File: src/sv/sbr_pkg.sv
// ----------------------------------------------------------------------------
// sbr_pkg
// Shared types and constants of the streaming byte replace-all block.
// ----------------------------------------------------------------------------
package sbr_pkg;

  localparam int NEEDLE_MAX  = 16;
  localparam int REPLACE_MAX = 16;
  localparam int QDEPTH      = 4;

  localparam int NCNT_W = $clog2(NEEDLE_MAX + 1);
  localparam int RCNT_W = $clog2(REPLACE_MAX + 1);
  localparam int NIDX_W = (NEEDLE_MAX > 1) ? $clog2(NEEDLE_MAX) : 1;
  localparam int RIDX_W = (REPLACE_MAX > 1) ? $clog2(REPLACE_MAX) : 1;
  localparam int QPTR_W = (QDEPTH > 1) ? $clog2(QDEPTH) : 1;
  localparam int QCNT_W = $clog2(QDEPTH + 1);

  localparam logic [2:0] FUNC_START  = 3'd0;
  localparam logic [2:0] FUNC_NEEDLE = 3'd1;
  localparam logic [2:0] FUNC_REPL   = 3'd2;
  localparam logic [2:0] FUNC_HAY    = 3'd3;
  localparam logic [2:0] FUNC_END    = 3'd4;

  typedef enum logic [2:0] {
    CMD_START,
    CMD_NEEDLE,
    CMD_REPL,
    CMD_HAY,
    CMD_END
  } cmd_t;

  typedef enum logic [1:0] {
    ST_IDLE,
    ST_CHECK,
    ST_REPL,
    ST_FLUSH
  } state_t;

  typedef struct packed {
    cmd_t       cmd;
    logic [7:0] data;
  } item_t;

endpackage

File: src/sv/sbr_front.sv
// ----------------------------------------------------------------------------
// sbr_front
// Accepts input beats, classifies the function code and queues commands.
// ----------------------------------------------------------------------------
module sbr_front (
  input  logic          clk,
  input  logic          rst,
  input  logic          item_valid,
  output logic          item_ready,
  input  logic [2:0]    func,
  input  logic [7:0]    data_byte,
  output sbr_pkg::item_t head,
  output logic          head_valid,
  input  logic          pop
);
  import sbr_pkg::*;

  item_t             q [QDEPTH];
  logic [QPTR_W-1:0] wr_ptr;
  logic [QPTR_W-1:0] rd_ptr;
  logic [QCNT_W-1:0] count;
  cmd_t              cmd;
  logic              known;
  logic              push;
  logic              do_pop;

  always_comb begin
    known = 1'b1;
    case (func)
      FUNC_START:  cmd = CMD_START;
      FUNC_NEEDLE: cmd = CMD_NEEDLE;
      FUNC_REPL:   cmd = CMD_REPL;
      FUNC_HAY:    cmd = CMD_HAY;
      FUNC_END:    cmd = CMD_END;
      default: begin
        cmd   = CMD_START;
        known = 1'b0;
      end
    endcase
  end

  assign item_ready = (count != QCNT_W'(QDEPTH));
  assign push       = item_valid && item_ready && known;
  assign head_valid = (count != '0);
  assign head       = q[rd_ptr];
  assign do_pop     = pop && head_valid;

  always_ff @(posedge clk) begin
    if (push) begin
      q[wr_ptr] <= '{cmd: cmd, data: data_byte};
    end
  end

  always_ff @(posedge clk) begin
    if (rst) begin
      wr_ptr <= '0;
      rd_ptr <= '0;
      count  <= '0;
    end else begin
      if (push) begin
        wr_ptr <= (wr_ptr == QPTR_W'(QDEPTH - 1)) ? '0 : wr_ptr + 1'b1;
      end
      if (do_pop) begin
        rd_ptr <= (rd_ptr == QPTR_W'(QDEPTH - 1)) ? '0 : rd_ptr + 1'b1;
      end
      case ({push, do_pop})
        2'b10:   count <= count + 1'b1;
        2'b01:   count <= count - 1'b1;
        default: count <= count;
      endcase
    end
  end

endmodule

File: src/sv/sbr_back.sv
// ----------------------------------------------------------------------------
// sbr_back
// Executes queued commands: holds needle, replacement and window, and
// drives the result register.
// ----------------------------------------------------------------------------
module sbr_back (
  input  logic           clk,
  input  logic           rst,
  input  sbr_pkg::item_t head,
  input  logic           head_valid,
  output logic           pop,
  output logic           result_valid,
  input  logic           result_ready,
  output logic [7:0]     out_byte,
  output logic           byte_valid,
  output logic           last,
  output logic           overflow
);
  import sbr_pkg::*;

  state_t            state, state_next;
  logic [7:0]        needle [NEEDLE_MAX];
  logic [7:0]        needle_next [NEEDLE_MAX];
  logic [7:0]        replace [REPLACE_MAX];
  logic [7:0]        replace_next [REPLACE_MAX];
  logic [7:0]        window [NEEDLE_MAX];
  logic [7:0]        window_next [NEEDLE_MAX];
  logic [7:0]        shifted [NEEDLE_MAX];
  logic [NCNT_W-1:0] needle_count, needle_count_next;
  logic [RCNT_W-1:0] replace_count, replace_count_next;
  logic [NCNT_W-1:0] window_count, window_count_next;
  logic              overflow_seen, overflow_seen_next;
  logic [RIDX_W-1:0] rep_idx, rep_idx_next;
  logic              out_free;
  logic              load;
  logic [7:0]        out_byte_next;
  logic              byte_valid_next, last_next, overflow_next;
  logic              match;

  assign out_free = !result_valid || result_ready;

  always_comb begin
    match = 1'b1;
    for (int i = 0; i < NEEDLE_MAX; i++) begin
      if (NCNT_W'(i) < needle_count && window[i] != needle[i]) begin
        match = 1'b0;
      end
    end
    for (int i = 0; i < NEEDLE_MAX; i++) begin
      shifted[i] = (i < NEEDLE_MAX - 1) ? window[(i + 1) % NEEDLE_MAX] : window[i];
    end
  end

  always_comb begin
    state_next         = state;
    needle_next        = needle;
    replace_next       = replace;
    window_next        = window;
    needle_count_next  = needle_count;
    replace_count_next = replace_count;
    window_count_next  = window_count;
    overflow_seen_next = overflow_seen;
    rep_idx_next       = rep_idx;
    pop                = 1'b0;
    load               = 1'b0;
    out_byte_next      = out_byte;
    byte_valid_next    = byte_valid;
    last_next          = last;
    overflow_next      = overflow;
    case (state)
      ST_IDLE: begin
        if (head_valid) begin
          case (head.cmd)
            CMD_START: begin
              pop                = 1'b1;
              needle_count_next  = '0;
              replace_count_next = '0;
              window_count_next  = '0;
              overflow_seen_next = 1'b0;
            end
            CMD_NEEDLE: begin
              pop = 1'b1;
              if (needle_count < NCNT_W'(NEEDLE_MAX)) begin
                needle_next[needle_count[NIDX_W-1:0]] = head.data;
                needle_count_next = needle_count + 1'b1;
              end else begin
                overflow_seen_next = 1'b1;
              end
            end
            CMD_REPL: begin
              pop = 1'b1;
              if (replace_count < RCNT_W'(REPLACE_MAX)) begin
                replace_next[replace_count[RIDX_W-1:0]] = head.data;
                replace_count_next = replace_count + 1'b1;
              end else begin
                overflow_seen_next = 1'b1;
              end
            end
            CMD_HAY: begin
              if (needle_count == '0) begin
                if (out_free) begin
                  pop             = 1'b1;
                  load            = 1'b1;
                  out_byte_next   = head.data;
                  byte_valid_next = 1'b1;
                  last_next       = 1'b0;
                  overflow_next   = 1'b0;
                end
              end else begin
                pop = 1'b1;
                if (window_count < NCNT_W'(NEEDLE_MAX)) begin
                  window_next[window_count[NIDX_W-1:0]] = head.data;
                  window_count_next = window_count + 1'b1;
                end
                state_next = ST_CHECK;
              end
            end
            CMD_END: begin
              pop        = 1'b1;
              state_next = ST_FLUSH;
            end
            default: pop = 1'b1;
          endcase
        end
      end
      ST_CHECK: begin
        if (window_count >= needle_count) begin
          if (match) begin
            if (replace_count == '0) begin
              window_count_next = '0;
              state_next        = ST_IDLE;
            end else begin
              rep_idx_next = '0;
              state_next   = ST_REPL;
            end
          end else if (out_free) begin
            load              = 1'b1;
            out_byte_next     = window[0];
            byte_valid_next   = 1'b1;
            last_next         = 1'b0;
            overflow_next     = 1'b0;
            window_next       = shifted;
            window_count_next = window_count - 1'b1;
            state_next        = ST_IDLE;
          end
        end else begin
          state_next = ST_IDLE;
        end
      end
      ST_REPL: begin
        if (out_free) begin
          load            = 1'b1;
          out_byte_next   = replace[rep_idx];
          byte_valid_next = 1'b1;
          last_next       = 1'b0;
          overflow_next   = 1'b0;
          if ({1'b0, rep_idx} + 1'b1 == replace_count) begin
            window_count_next = '0;
            state_next        = ST_IDLE;
          end else begin
            rep_idx_next = rep_idx + 1'b1;
          end
        end
      end
      ST_FLUSH: begin
        if (out_free) begin
          load = 1'b1;
          if (window_count == '0) begin
            out_byte_next   = 8'd0;
            byte_valid_next = 1'b0;
            last_next       = 1'b1;
            overflow_next   = overflow_seen;
            state_next      = ST_IDLE;
          end else begin
            out_byte_next     = window[0];
            byte_valid_next   = 1'b1;
            last_next         = (window_count == NCNT_W'(1));
            overflow_next     = (window_count == NCNT_W'(1)) && overflow_seen;
            window_next       = shifted;
            window_count_next = window_count - 1'b1;
            if (window_count == NCNT_W'(1)) begin
              state_next = ST_IDLE;
            end
          end
        end
      end
      default: state_next = ST_IDLE;
    endcase
  end

  always_ff @(posedge clk) begin
    needle  <= needle_next;
    replace <= replace_next;
    window  <= window_next;
    if (load) begin
      out_byte   <= out_byte_next;
      byte_valid <= byte_valid_next;
      last       <= last_next;
      overflow   <= overflow_next;
    end
  end

  always_ff @(posedge clk) begin
    if (rst) begin
      state         <= ST_IDLE;
      needle_count  <= '0;
      replace_count <= '0;
      window_count  <= '0;
      overflow_seen <= 1'b0;
      rep_idx       <= '0;
      result_valid  <= 1'b0;
    end else begin
      state         <= state_next;
      needle_count  <= needle_count_next;
      replace_count <= replace_count_next;
      window_count  <= window_count_next;
      overflow_seen <= overflow_seen_next;
      rep_idx       <= rep_idx_next;
      if (load) begin
        result_valid <= 1'b1;
      end else if (result_ready) begin
        result_valid <= 1'b0;
      end
    end
  end

endmodule

File: src/sv/stream_byte_replace_all_unit.sv
// ----------------------------------------------------------------------------
// stream_byte_replace_all_unit
// Streaming replace-all of a needle by a replacement in a byte string.
// ----------------------------------------------------------------------------
//  channel  handshake                   payload
//  item     item_valid / item_ready     func, data_byte
//  result   result_valid / result_ready out_byte, byte_valid, last, overflow
//
//  Start, needle and replacement beats are handled by the back end in idle;
//  unused codes are dropped at the front and never reach the back end.
//  Haystack beat: passed straight out with an empty needle, else loaded into
//  the window and compared, then each replacement byte is sent on a match.
//  End beat: each window byte is flushed in order, or one empty last beat.
//  A 4-entry command queue lets the front accept while the back end works.
//  Reset clears counts, queue and result valid; stores need no reset.
// ----------------------------------------------------------------------------
module stream_byte_replace_all_unit (
  input  logic       clk,
  input  logic       rst,
  input  logic       item_valid,
  output logic       item_ready,
  input  logic [2:0] func,
  input  logic [7:0] data_byte,
  output logic       result_valid,
  input  logic       result_ready,
  output logic [7:0] out_byte,
  output logic       byte_valid,
  output logic       last,
  output logic       overflow
);
  import sbr_pkg::*;

  item_t head;
  logic  head_valid;
  logic  pop;

  sbr_front u_front (
    .clk        (clk),
    .rst        (rst),
    .item_valid (item_valid),
    .item_ready (item_ready),
    .func       (func),
    .data_byte  (data_byte),
    .head       (head),
    .head_valid (head_valid),
    .pop        (pop)
  );

  sbr_back u_back (
    .clk          (clk),
    .rst          (rst),
    .head         (head),
    .head_valid   (head_valid),
    .pop          (pop),
    .result_valid (result_valid),
    .result_ready (result_ready),
    .out_byte     (out_byte),
    .byte_valid   (byte_valid),
    .last         (last),
    .overflow     (overflow)
  );

  a_empty_is_last: assert property (@(posedge clk) disable iff (rst)
    result_valid && !byte_valid |-> last)
    else $error("empty result beat without last");

  a_overflow_on_last: assert property (@(posedge clk) disable iff (rst)
    result_valid && overflow |-> last)
    else $error("overflow flagged on a beat that is not last");

  a_reset_idle: assert property (@(posedge clk)
    rst |=> !result_valid)
    else $error("result valid right after reset");

endmodule

File: config.mk
export PLATFORM = sky130hd
export DESIGN_NAME = stream_byte_replace_all_unit
export DESIGN_NICKNAME = d
export VERILOG_FILES = /design/src/sv/sbr_pkg.sv /design/src/sv/sbr_front.sv /design/src/sv/sbr_back.sv /design/src/sv/stream_byte_replace_all_unit.sv
export SDC_FILE = /design/constraint.sdc
export NUM_CORES = 1
export LEC_CHECK = 0
export ABC_AREA = 1
export BUFFER_PORTS_ARGS = -buffer_cell sky130_fd_sc_hd__clkbuf_2
export CAP_MARGIN = 20
export CORE_MARGIN = 2
export CORE_UTILIZATION = 65
export CTS_CLUSTER_SIZE = 20
export DETAILED_ROUTE_END_ITERATION = 8
export PLACE_DENSITY = 0.79
export SYNTH_ARGS = -nofsm -noshare
export SYNTH_HDL_FRONTEND = slang
export SYNTH_SLANG_ARGS = --single-unit
File: constraint.sdc
create_clock -name clk -period 4.8 [get_ports clk]
set_input_delay 0.48 -clock clk [delete_from_list [all_inputs] [get_ports clk]]
set_output_delay 0.48 -clock clk [all_outputs]
set_load 0.02 [all_outputs]
==> impl_metrics.toml, run 1 <==
[outcome]
status = "finished, final reports clean"

[worst_setup_path]
cp_top_family = "simple AND/OR/NAND/NOR gates"
crit_top_cell = "nand2_1"
required_ps = 4980
r2r_end = "u_back.shifted[41]"
rrSetupSlack_ps = 980
critPathKind = "reg -> reg"
crit_slowest_cell = "dfxtp_1"
reg2reg_depth = 10
start_kind = "flop"
path_max_fanout = 23
cp.arrival_ps = 4000
slowest_delay_ps = 820
end_kind = "flop"
crit_buf_inv = 1
crit_chain = "inv_2, nand2_1, nand3_1, nand2_2, nand3_4, nand2_1, nand2_1, nor3_1, nand2_1, nor2_1"

[placement]
place_congestion = 0.959
port_buffers = 27
detailed_place_hpwl_um = 32100
place_area_um2 = 21300

[worst_hold_path]
hold_path.startpoint = "data_byte[0]"
hold_path.class = "in -> reg"
whs_path_depth = 1
min_to = "u_front.q[2][0]"

[pwr]
powerDensity_nw_per_um2 = 496
ir_worst_vdd_v = 0.000380
leakage_nw = 8.02

[timing]
slew-limit-headroom = 0.253
drv_slew = 0
tightest_slew_ps = 1120
fin_skew_ps = 28.9
max_freq_mhz = 262
rsz0062_at_grt = "false"
post-route-min-period_ps = 3820
setup_violations = 0
setup-tns-final_ps = 0
fin_crit_sh = 0.795
finalHoldViolCount = 0

[clock_network]
worstSkewPairLatency_ps = 570
clkTransAtPathRegs_ps = 60
cts_sinks = 471
htree_levels = 2
holdBufCountCts = 0
post-cts-setup-buffer-count = 0
cts_tree = "done"
root_buffer = "clkbuf_16"
numCtsBuffers = 46
postCtsResizedCells = 0
clockBufferDepth = 3

[cells_and_area]
nets = 1936
final_common_cell = "edfxtp_1"
utilization = 0.721
syn2layout_area_growth_pct = 9.52
drive_above_1_share = 0.0820
final_cell_area_um2 = 22800
diodes = 0
final_cell_mix = "edfxtp_1 (439), nand2_1 (388), nor2_1 (217), o21ai_0 (205), inv_1 (112)"

[floorplan]
die_x_um = 183
die_area_um2 = 33400
die_height_um = 183
initial_core_util = 0.659
core_area_um2 = 31600
ios = 28
num_rows = 65

[routing]
wl_per_cell_um = 21.7
route.detailed.drc = 0
drtPass1Iterations = 5
ant_nets = 0
vias = 14500
vias_per_cell = 6.21
first_iter_violations = 1856
routed_wl_um = 50500

[synth]
ys_warn_count = 0
synthAdderAreaFrac = 0.0160
synth_cell_types = 49
synth_compound_area_frac = 0.0845
async_reset_ff_frac = 0
syn_nets = 1901
synth_cells = 1860
synth_top_family_by_area = "simple AND/OR/NAND/NOR gates"
synth-seq-area-share = 0.665
synth_edf_count = 439
synth-main-ff-cell = "edfxtp_1"
syn_area_per_cell_um2 = 11.2
synth-simple-area-share = 0.149
synth_xor_area_frac = 0.0489
synth_mux_area_frac = 0.000482
ys_ff_latch = 471
synth_area_um2 = 20800

[global_routing]
grt_pass1_vias = 13600
grt_first_pass_wirelength_um = 76100
grt-ovfl-total = 0
grt_usage = 0.302
antenna_found_initial = 0
grt_max_degree = 80

[job]
drv_cap = 0
worst max-delay path by stage:
stage	from	endpoint	slack, ps	depth (start not counted)
6_report	flop	u_back.shifted[41]	980	10
4_1_cts	flop	u_back.shifted[47]	1040	10
3_5_place_dp	flop	u_back.shifted[32]	1080	10
2_1_floorplan	u_back.needle_count[4]	u_back.shifted[100]	2300	13
5_1_grt	flop	u_back.shifted[47]	670	10
3_3_place_gp	flop	u_back.shifted[108]	1240	10
power by group:
group	leakage, nW	switching [mW]	internal, mW
Sequential	4.23	0.176	5.09
Clock	0.701	1.51	1.94
Combinational	3.09	1.98	0.592
Total	8.02	3.67	7.62
flip-flops by register name (all words and copies together) (netlist names), named ones only:
register	count
u_front.wr_ptr	2
u_back.needle	128
u_back.result_valid	1
u_back.replace_count	5
u_back.last	1
u_back.window_count	5
u_back.rep_idx	4
u_back.replace	128
u_back.overflow_seen	1
u_front.rd_ptr	2
u_back.shifted	120
u_back.needle_count	5
u_back.out_byte	8
u_front.q	44
u_back.overflow	1
u_front.count	3
u_back.window	8
u_back.state	2
u_back.byte_valid	1
cell families (layout without fill, tap and decap cells):
kind of cell,after synthesis,in the layout
and+or+nand+nor,738,738
buffers and inverters,193,260
xor gates and xnor gates,116,116
DFF,471,471
AOI/OAI and AO/OA,315,315
muxes,1,1
adders and majority gates,26,26
metrics by stage:
| stage | total power, mW | hold WS [ps] | std cells | setup WS (ps) |
|---|---|---|---|---|
| after floorplan | 6.76 | 429 | 1860 | 2300 |
| after global placement | 7.78 | 466 | 2246 | 1240 |
| after detailed placement | 7.83 | 474 | 2246 | 1080 |
| after CTS | 11.2 | 144 | 2326 | 1040 |
| after global routing | 11.6 | 149 | 2329 | 673 |
| final | 11.3 | 154 | 2329 | 982 |
Yosys cell counts (8+ instances only):
cell type  number  area, um2
a21oi_1        34        170
a22oi_1         8       60.1
buf_2           9       45.0
clkbuf_1       51        191
dfxtp_1        32        641
edfxtp_1      439      13200
ha_1           25        313
inv_1         118        443
nand2_1       388       1460
nand3_1        66        330
nand4_1        17        106
nor2_1        217        815
nor2_2          9       56.3
nor3_1         13       65.1
o21ai_0       205       1030
o221ai_1       23        201
o22ai_1        26        163
xnor2_1       109        955
per-layer routing:
metal | global-route usage | share of wire | vias up
met5 | 0 | 0 | -
met4 | 0.111 | 0.033 | 0
met3 | 0.0407 | 0.11 | 135
met2 | 0.487 | 0.47 | 902
met1 | 0.428 | 0.39 | 6896
li1 | - | - | 6527
worst register-to-register path, cell delays in order (launching register included):
cell and delay, ps:
dfxtp_1 820, inv_2 350, nand2_1 160, nand3_1 90, nand2_2 150, nand3_4 120, nand2_1 100, nand2_1 80
nor3_1 200, nand2_1 590, nor2_1 790
final cells by class:
type / count / area, um2
flip-flops and latches: 471 / 13800
fillers: 2099 / 8790
multi-input cells: 1196 / 6200
clock buffers: 57 / 1190
well taps: 402 / 503
inverters: 128 / 483
repair buffers: 52 / 327
clock inverters: 23 / 228
(Power assumes the default switching activity.)
==> run 2: changes to the inputs <==
--- a/config.mk
+++ b/config.mk
@@ -9,10 +9,10 @@
 export BUFFER_PORTS_ARGS = -buffer_cell sky130_fd_sc_hd__clkbuf_2
 export CAP_MARGIN = 20
 export CORE_MARGIN = 2
-export CORE_UTILIZATION = 65
+export CORE_UTILIZATION = 63
 export CTS_CLUSTER_SIZE = 20
 export DETAILED_ROUTE_END_ITERATION = 8
-export PLACE_DENSITY = 0.79
+export PLACE_DENSITY = 0.77
 export SYNTH_ARGS = -nofsm -noshare
 export SYNTH_HDL_FRONTEND = slang
 export SYNTH_SLANG_ARGS = --single-unit
==> constraint.sdc (replaced) <==
create_clock -name clk -period 3.75 [get_ports clk]
set_input_delay 0.375 -clock clk [delete_from_list [all_inputs] [get_ports clk]]
set_output_delay 0.375 -clock clk [all_outputs]
set_load 0.02 [all_outputs]
==> run 2 against run 1 <==
Critical path depth increased by 3. Worst setup slack got worse by 230 ps. Critical endpoint is now u_back.shifted[33]. Fmax increased by 27%. Clock power increased by 24%. Sequential cell count unchanged. Worst hold slack got worse by 100 ps.
==> impl_metrics.toml, run 2 (same netlist as run 1, synthesis figures left out) <==
[worst_hold_path]
hold_path.class = "in -> reg"

[floorplan]
die_area_um2 = 34500
die_height_um = 186
ios = 28
initial_core_util = 0.639
num_rows = 66
die_x_um = 186
core_area_um2 = 32500

[placement]
place_congestion = 1.00
placed_cells = 2297
place_area_um2 = 21500
port_buffers = 27
detailed_place_hpwl_um = 34600

[timing]
drv_slew = 0
max_freq_mhz = 334
fin_crit_sh = 0.799
post-route-min-period_ps = 3000
slew-limit-headroom = 0.276
rsz0062_at_grt = "false"
setup-tns-final_ps = 0
finalHoldViolCount = 0
setup_violations = 0
tightest_slew_ps = 1080
fin_skew_ps = 13.9

[global_routing]
grt_usage = 0.311
grt_max_degree = 84
grt-ovfl-total = 0
grt_first_pass_wirelength_um = 80000
met2_usage = 0.499
antenna_found_initial = 0
grt_pass1_vias = 14100
gr-usage-met1 = 0.420
grt_util_met3 = 0.0413
grt_busiest_layer = "met2"

[worst_setup_path]
crit_buf_inv = 3
start_kind = "flop"
end_kind = "flop"
crit_chain = "inv_1, ha_1, nand2_1, inv_1, nand3_1, o221ai_1, a21oi_1, nand2_1, nand2_1, nor3_1, nand2_1, buf_4, nor2_1"
slowest_delay_ps = 550
crit_slowest_cell = "nor2_1"
crit_top_cell = "nand2_1"
cp.arrival_ps = 3170
critPathKind = "reg -> reg"
path_max_fanout = 15
required_ps = 3930
cp_top_family = "simple AND/OR/NAND/NOR gates"

[cells_and_area]
final_common_cell = "edfxtp_1"
finalNonFillerCells = 2375
final_cell_area_um2 = 22800
final_cell_mix = "edfxtp_1 (439), nand2_1 (388), nor2_1 (217), o21ai_0 (205), inv_1 (117)"
drive_above_1_share = 0.0838
syn2layout_area_growth_pct = 9.91
utilization = 0.702
diodes = 0
nets = 1943

[clock_network]
numCtsBuffers = 45
post-cts-setup-buffer-count = 0
cts_tree = "done"
clkTransAtPathRegs_ps = 60
clockBufferDepth = 3
htree_levels = 2
root_buffer = "clkbuf_16"
holdBufCountCts = 0
worstSkewPairLatency_ps = 550
postCtsResizedCells = 0
cts_sinks = 471

[routing]
wl_per_cell_um = 22.0
route.detailed.drc = 0
vias_per_cell = 6.06
vias = 14400
routed_wl_um = 52200
ant_nets = 0
drtPass1Iterations = 6
first_iter_violations = 1538

[pwr]
powerDensity_nw_per_um2 = 629
ir_worst_vdd_v = 0.000525
leakage_nw = 8.05
p_total_mw = 14.4

[outcome]
status = "finished, final reports clean"

[job]
drv_cap = 0
[run 2: cell types whose count changed in the layout (fill, tap and decap cells not counted), sizes merged]
cell and change:
clkinv -8, clkinvlp +2, inv +4, buf +8
bufinv -1, clkbuf +1
[run 2: routing by layer]
metal,vias to the layer above,part of all wire
met5,-,0
met4,0,0.057
met3,181,0.089
met2,853,0.46
met1,6824,0.39
li1,6532,-
[run 2: per-stage QoR]
stage	hold slack [ps]	setup WS (ps)
final	50.2	753
after global routing	55.3	485
after CTS	40.5	801
after detailed placement	477	826
after global placement	472	928
after floorplan	429	1250
[run 2: area by class of cell]
class	count	area, um2
sequential	471	13800
clock buffer	58	1220
clock inverter	20	153
inverter	128	483
tap	442	553
timing repair buffer	60	408
fill	2267	9690
multi-input combinational	1196	6200
[run 2: report_power, final]
group	internal, mW	leakage, nW	total (mW)	switching, mW
combinational	0.819	3.15	3.37	2.55
clock	2.42	0.665	4.28	1.86
sequential	6.51	4.23	6.72	0.208
[run 2: worst paths after layout]
check             slack [ps]                 end              startpoint  cells after the start
hold reg to reg          510    u_front.count[2]        u_front.count[2]                      2
hold / removal            50     u_front.q[3][0]            data_byte[0]                      1
setup reg to reg         750  u_back.shifted[33]  u_back.needle_count[4]                     13
setup / recovery         750  u_back.shifted[33]  u_back.needle_count[4]                     13
